File: config.mk
export PLATFORM = sky130hd
export DESIGN_NAME = csdm_div
export DESIGN_NICKNAME = d
export VERILOG_FILES = /design/src/hw/rtl/csdm_pkg.sv /design/src/hw/rtl/csdm_div.sv
export SDC_FILE = /design/constraint.sdc
export NUM_CORES = 2
export LEC_CHECK = 0
export ABC_CLOCK_PERIOD_IN_PS = 6200
export BUFFER_PORTS_ARGS = -buffer_cell sky130_fd_sc_hd__clkbuf_2
export CORE_MARGIN = 2
export CORE_UTILIZATION = 55
export CTS_CLUSTER_DIAMETER = 120
export DETAILED_ROUTE_END_ITERATION = 6
export GPL_ROUTABILITY_DRIVEN = 0
export PLACE_DENSITY = 0.71
export SLEW_MARGIN = 10
export SYNTH_ARGS = -nofsm -noshare
export SYNTH_HDL_FRONTEND = slang
export SYNTH_SLANG_ARGS = --single-unit
File: constraint.sdc
create_clock -name clk -period 6.2 [get_ports clk]
set_input_delay 1.86 -clock clk [delete_from_list [all_inputs] [get_ports clk]]
set_output_delay 1.86 -clock clk [all_outputs]
set_load 0.01 [all_outputs]
File: src/hw/rtl/csdm_pkg.sv
`timescale 1ns / 1ps
package csdm_pkg;

  localparam int SAMPLE_BITS  = 16;
  localparam int ANGLE_STAGES = 16;

  // Centered coordinates, sector magnitudes and the divider.
  localparam int CTR_W  = SAMPLE_BITS + 2;
  localparam int MAG_W  = SAMPLE_BITS;
  localparam int QUO_W  = 30;
  localparam int PROD_W = MAG_W + QUO_W;

  // CORDIC datapath in Q32 with a few guard bits.
  localparam int VEC_W = 36;
  localparam int ANG_W = 32;

  localparam logic [QUO_W-1:0] PI4_Q30  = 30'd843314857;
  localparam logic [QUO_W-1:0] GAIN_Q30 = 30'd652032874;

  typedef enum logic [1:0] {
    SECT_RIGHT = 2'd0,
    SECT_TOP   = 2'd1,
    SECT_LEFT  = 2'd2,
    SECT_BOT   = 2'd3
  } csdm_sect_t;

  // Sideband that rides along the divider stages.
  typedef struct packed {
    csdm_sect_t               sect;
    logic                     neg;
    logic signed [VEC_W-1:0]  x0;
  } csdm_div_side_t;

  // Micro-rotation angle of CORDIC stage i, Q30 radians.
  function automatic logic signed [ANG_W-1:0] csdm_stage_angle(input int i);
    logic signed [ANG_W-1:0] a;
    a = '0;
    unique case (i)
      0:       a = 32'sd843314857;
      1:       a = 32'sd497837829;
      2:       a = 32'sd263043837;
      3:       a = 32'sd133525159;
      4:       a = 32'sd67021687;
      5:       a = 32'sd33543516;
      6:       a = 32'sd16775851;
      7:       a = 32'sd8388437;
      8:       a = 32'sd4194283;
      9:       a = 32'sd2097149;
      default: begin
        if (i <= 30) a = ANG_W'(64'sd1 <<< (30 - i));
        else a = '0;
      end
    endcase
    return a;
  endfunction

endpackage

File: src/hw/rtl/csdm_div.sv
`timescale 1ns / 1ps
// Restoring divider, one quotient bit per pipeline stage.
module csdm_div import csdm_pkg::*; (
  input  logic                 clk,
  input  logic                 rst_n,
  input  logic                 en,
  input  logic                 in_valid,
  input  logic [PROD_W-1:0]    in_prod,
  input  logic [MAG_W-1:0]     in_den,
  input  csdm_div_side_t       in_side,
  output logic                 out_valid,
  output logic [QUO_W-1:0]     out_quo,
  output csdm_div_side_t       out_side
);

  logic                 st_v    [0:QUO_W];
  logic [MAG_W-1:0]     st_rem  [0:QUO_W];
  logic [QUO_W-1:0]     st_low  [0:QUO_W];
  logic [QUO_W-1:0]     st_quo  [0:QUO_W];
  logic [MAG_W-1:0]     st_den  [0:QUO_W];
  csdm_div_side_t       st_side [0:QUO_W];

  // The high part of the dividend is already below the divisor.
  assign st_v[0]    = in_valid;
  assign st_rem[0]  = in_prod[PROD_W-1:QUO_W];
  assign st_low[0]  = in_prod[QUO_W-1:0];
  assign st_quo[0]  = '0;
  assign st_den[0]  = in_den;
  assign st_side[0] = in_side;

  for (genvar g = 0; g < QUO_W; g++) begin : g_stage
    logic                 v_r;
    logic [MAG_W-1:0]     rem_r;
    logic [QUO_W-1:0]     low_r;
    logic [QUO_W-1:0]     quo_r;
    logic [MAG_W-1:0]     den_r;
    csdm_div_side_t       side_r;
    logic [MAG_W:0]       trial;
    logic [MAG_W:0]       diff;
    logic                 ge;

    always_comb begin
      trial = {st_rem[g], st_low[g][QUO_W-1]};
      diff  = trial - {1'b0, st_den[g]};
      ge    = trial >= {1'b0, st_den[g]};
    end

    always_ff @(posedge clk) begin
      if (!rst_n) begin
        v_r <= 1'b0;
      end else if (en) begin
        v_r <= st_v[g];
      end
    end

    always_ff @(posedge clk) begin
      if (en) begin
        rem_r  <= ge ? diff[MAG_W-1:0] : trial[MAG_W-1:0];
        low_r  <= {st_low[g][QUO_W-2:0], 1'b0};
        quo_r  <= {st_quo[g][QUO_W-2:0], ge};
        den_r  <= st_den[g];
        side_r <= st_side[g];
      end
    end

    assign st_v[g+1]    = v_r;
    assign st_rem[g+1]  = rem_r;
    assign st_low[g+1]  = low_r;
    assign st_quo[g+1]  = quo_r;
    assign st_den[g+1]  = den_r;
    assign st_side[g+1] = side_r;
  end

  assign out_valid = st_v[QUO_W];
  assign out_quo   = st_quo[QUO_W];
  assign out_side  = st_side[QUO_W];

endmodule

==> metrics.txt <==
status finished, final reports clean; final setup vio count 0; TritonCTS clock tree built; initial core utilization around 55%; syn_nets slightly below 8000; setup TNS 0 ns; row count 171; Worst Path Required 6.85 ns; post-route design area 0.1347 mm²; Crit path largest cell delay 0.55 ns; placed cell area around 0.12 mm²; pre-CTS setup slack about 1.5 ns; Antenna Violating Nets Remaining 0; DR WL/cell 17.93 µm; CTS root buffer clkbuf_16; full die area 0.2211 mm²; synth unique cells between 90 and 100; most frequent CP cell a21oi_1; Slew Limit Fails 0; Final Skew 0.05100 ns; I/O Buffers 174; nets@finish 8334; vias post-DR 59005; Non-Filler Instances between 10000 and 15000; # IOs roughly 180; total gr overflow 0; initial antenna violation count 11; Slew HR about a fifth; core outline area 0.2165 mm²; DRT iter0 DRCs ~4200; dominant combinational cell family by area after synthesis compound AO/OA/AOI/OAI gates; most common cell after layout, fill and taps aside edfxtp_1; Cells after Synth 7212; post-CTS setup buffers 0; Top delay family on crit path compound AO/OA/AOI/OAI gates; min-delay worst type flip-flop to flip-flop; multiplexer area fraction after synthesis under 10%; Hold Vio Cnt, Final 0; Clock transition at path regs 0.06 ns; cells along the critical path clkbuf_2 -> inv_1 -> ha_1 -> nor2b_1 -> o21ai_0 -> a21oi_1 -> o21ba_2 -> o211ai_1 -> a21oi_1 -> nand2b_1 -> mux2_1; #FFs+latches synth roughly 3000; clk sinks 3028; part of the Yosys area used for sequential elements 75.80%; synthesized cell area roughly 0.12 mm²; post-route minimum period 3.859 ns; Startpoint Class input pin; Worst VDD drop 0.3177 mV; cts bufs inserted 318; syn avg cell area 16.58 µm²; overall routing resource usage 17.37%; FMAX 0.2591 GHz; CP endpoint kind flip-flop; first-pass GRT wire length about 310000 µm; die width 470.2 µm; worst slew pin tran 1.194 ns; worst skew pair latency 0.92 ns; total power 62.80 mW; post-detail-place hpwl 129100 µm; compound-gate portion of the synthesized area under 10%; Synth Area in Simple Gates 4.831%; CP max FO 16; Max-Cap Viols 0; vias in the first global route 59252; RSZ-0062 raised after global routing false; Die Height between 400 and 500 µm; Slowest-stage cell, CP nand2b_1; DRC viols 0; Tcrit/Tclk final about 62%; Max clock buf depth 4; P_leak about 50 nW; post-CTS sizing 0; XOR/XNOR share of the synthesized area 2.242%; Synth Area in Adders ~5.5%; hold slack roughly 0.39 ns; critical path class input pin to flip-flop; drt first pass iters 6; final setup margin between 2 and 2.5 ns; ys flop type edfxtp_1; fill cell count 15317; Async S/R FF share, synth 0%; Critical Path AT 4.51 ns; Placed Cells roughly 10000; crit path buf inv count 2; pwr dens 466.3 mW/mm²; Finished Core Util 62.21%; H-tree levels 5; Area Overhead vs Synth 12.66%; share of layout cells above drive strength 1 12.93%; EDFF count, synth 2998; DRT Wirelength 193600 µm; Ys Warns 0; Vias/cell about 5.5; pin count of the biggest net entering global routing 144; Post-CTS Hold Buffers 0; highest-count cells in the layout ignoring fill and taps edfxtp_1 (2998), inv_1 (634), ha_1 (480)
[layer usage]
| metal | track usage (%) | part of all wire [%] | vias up |
|---|---|---|---|
| li1 | - | - | 28329 |
| met1 | 22.17 | 42 | 28661 |
| met2 | 29.40 | 49 | 1498 |
| met3 | 2.954 | 4.6 | 509 |
| met4 | 7.540 | 4.0 | 8 |
| met5 | 0 | 0.027 | - |
[report_power, final]
group          total, mW  internal [mW]  leakage [nW]  switching (mW)
Combinational       16.8           7.60          16.0            9.16
Clock               18.2           11.0          4.90            7.22
Sequential          27.8           26.5          29.5            1.38
[cells by family (layout without fill, tap and decap cells)]
kind of cell	Yosys count	count (layout)
compound gates	1148	1148
xor+xnor	306	306
fa+ha+maj	509	509
buf+inv	704	1434
flops	3028	3028
mux	340	340
other cells	0	3
simple gates	1177	1177
[worst reg2reg max path, cell delays in order, from the launching register on]
cell and delay [ns]:
edfxtp_1 0.45, ha_1 0.41, nand3_1 0.17, a21oi_1 0.29, nor3_1 0.15, o31ai_1 0.47, o21ai_0 0.17, a22oi_1 0.72
buf_4 0.35, mux2_2 0.36
[worst paths after layout]
| kind | cells after the start | start | slack (ns) | end |
|---|---|---|---|---|
| setup / recovery | 11 | in_den[1] | 2.34 | g_stage[0].rem_r[8] |
| hold / removal | 0 | g_stage[16].side_r[29] | 0.39 | g_stage[17].side_r[29] |
| setup reg to reg | 9 | g_stage[0].rem_r[2] | 2.40 | g_stage[1].rem_r[3] |
| hold reg to reg | 0 | g_stage[16].side_r[29] | 0.39 | g_stage[17].side_r[29] |
[Yosys cell counts (106+ instances only)]
library cell	count	area share, %
a21oi_1	392	1.6
nand3_1	110	0.46
nor2_1	388	1.2
o21ai_0	198	0.83
nand2_1	193	0.61
o21a_1	106	0.67
xor2_1	111	0.81
inv_1	634	2.0
a21o_1	106	0.67
ha_1	480	5.0
edfxtp_1	2998	75
xnor2_1	195	1.4
mux2_2	239	2.3
[flip-flops by register name (all words and copies together) (netlist names)]
signal / cells
g_stage.side_r: 1131
g_stage.den_r: 464
g_stage.rem_r: 464
g_stage.low_r: 435
g_stage.quo_r: 435
out_side: 39
out_quo: 30
g_stage.v_r: 29
out_valid: 1
[final cells by class]
type | instances | area [µm²] | area share (%)
inverter | 634 | 2380 | 1.767
sequential | 3028 | 90630 | 67.28
clock inverter | 156 | 1595 | 1.184
antenna | 3 | 7.507 | 0.005574
timing repair buffer | 258 | 1842 | 1.367
multi-input combinational | 3480 | 26220 | 19.46
tap | 2854 | 3571 | 2.651
clock buffer | 386 | 8454 | 6.277
(Power assumes the default switching activity.)
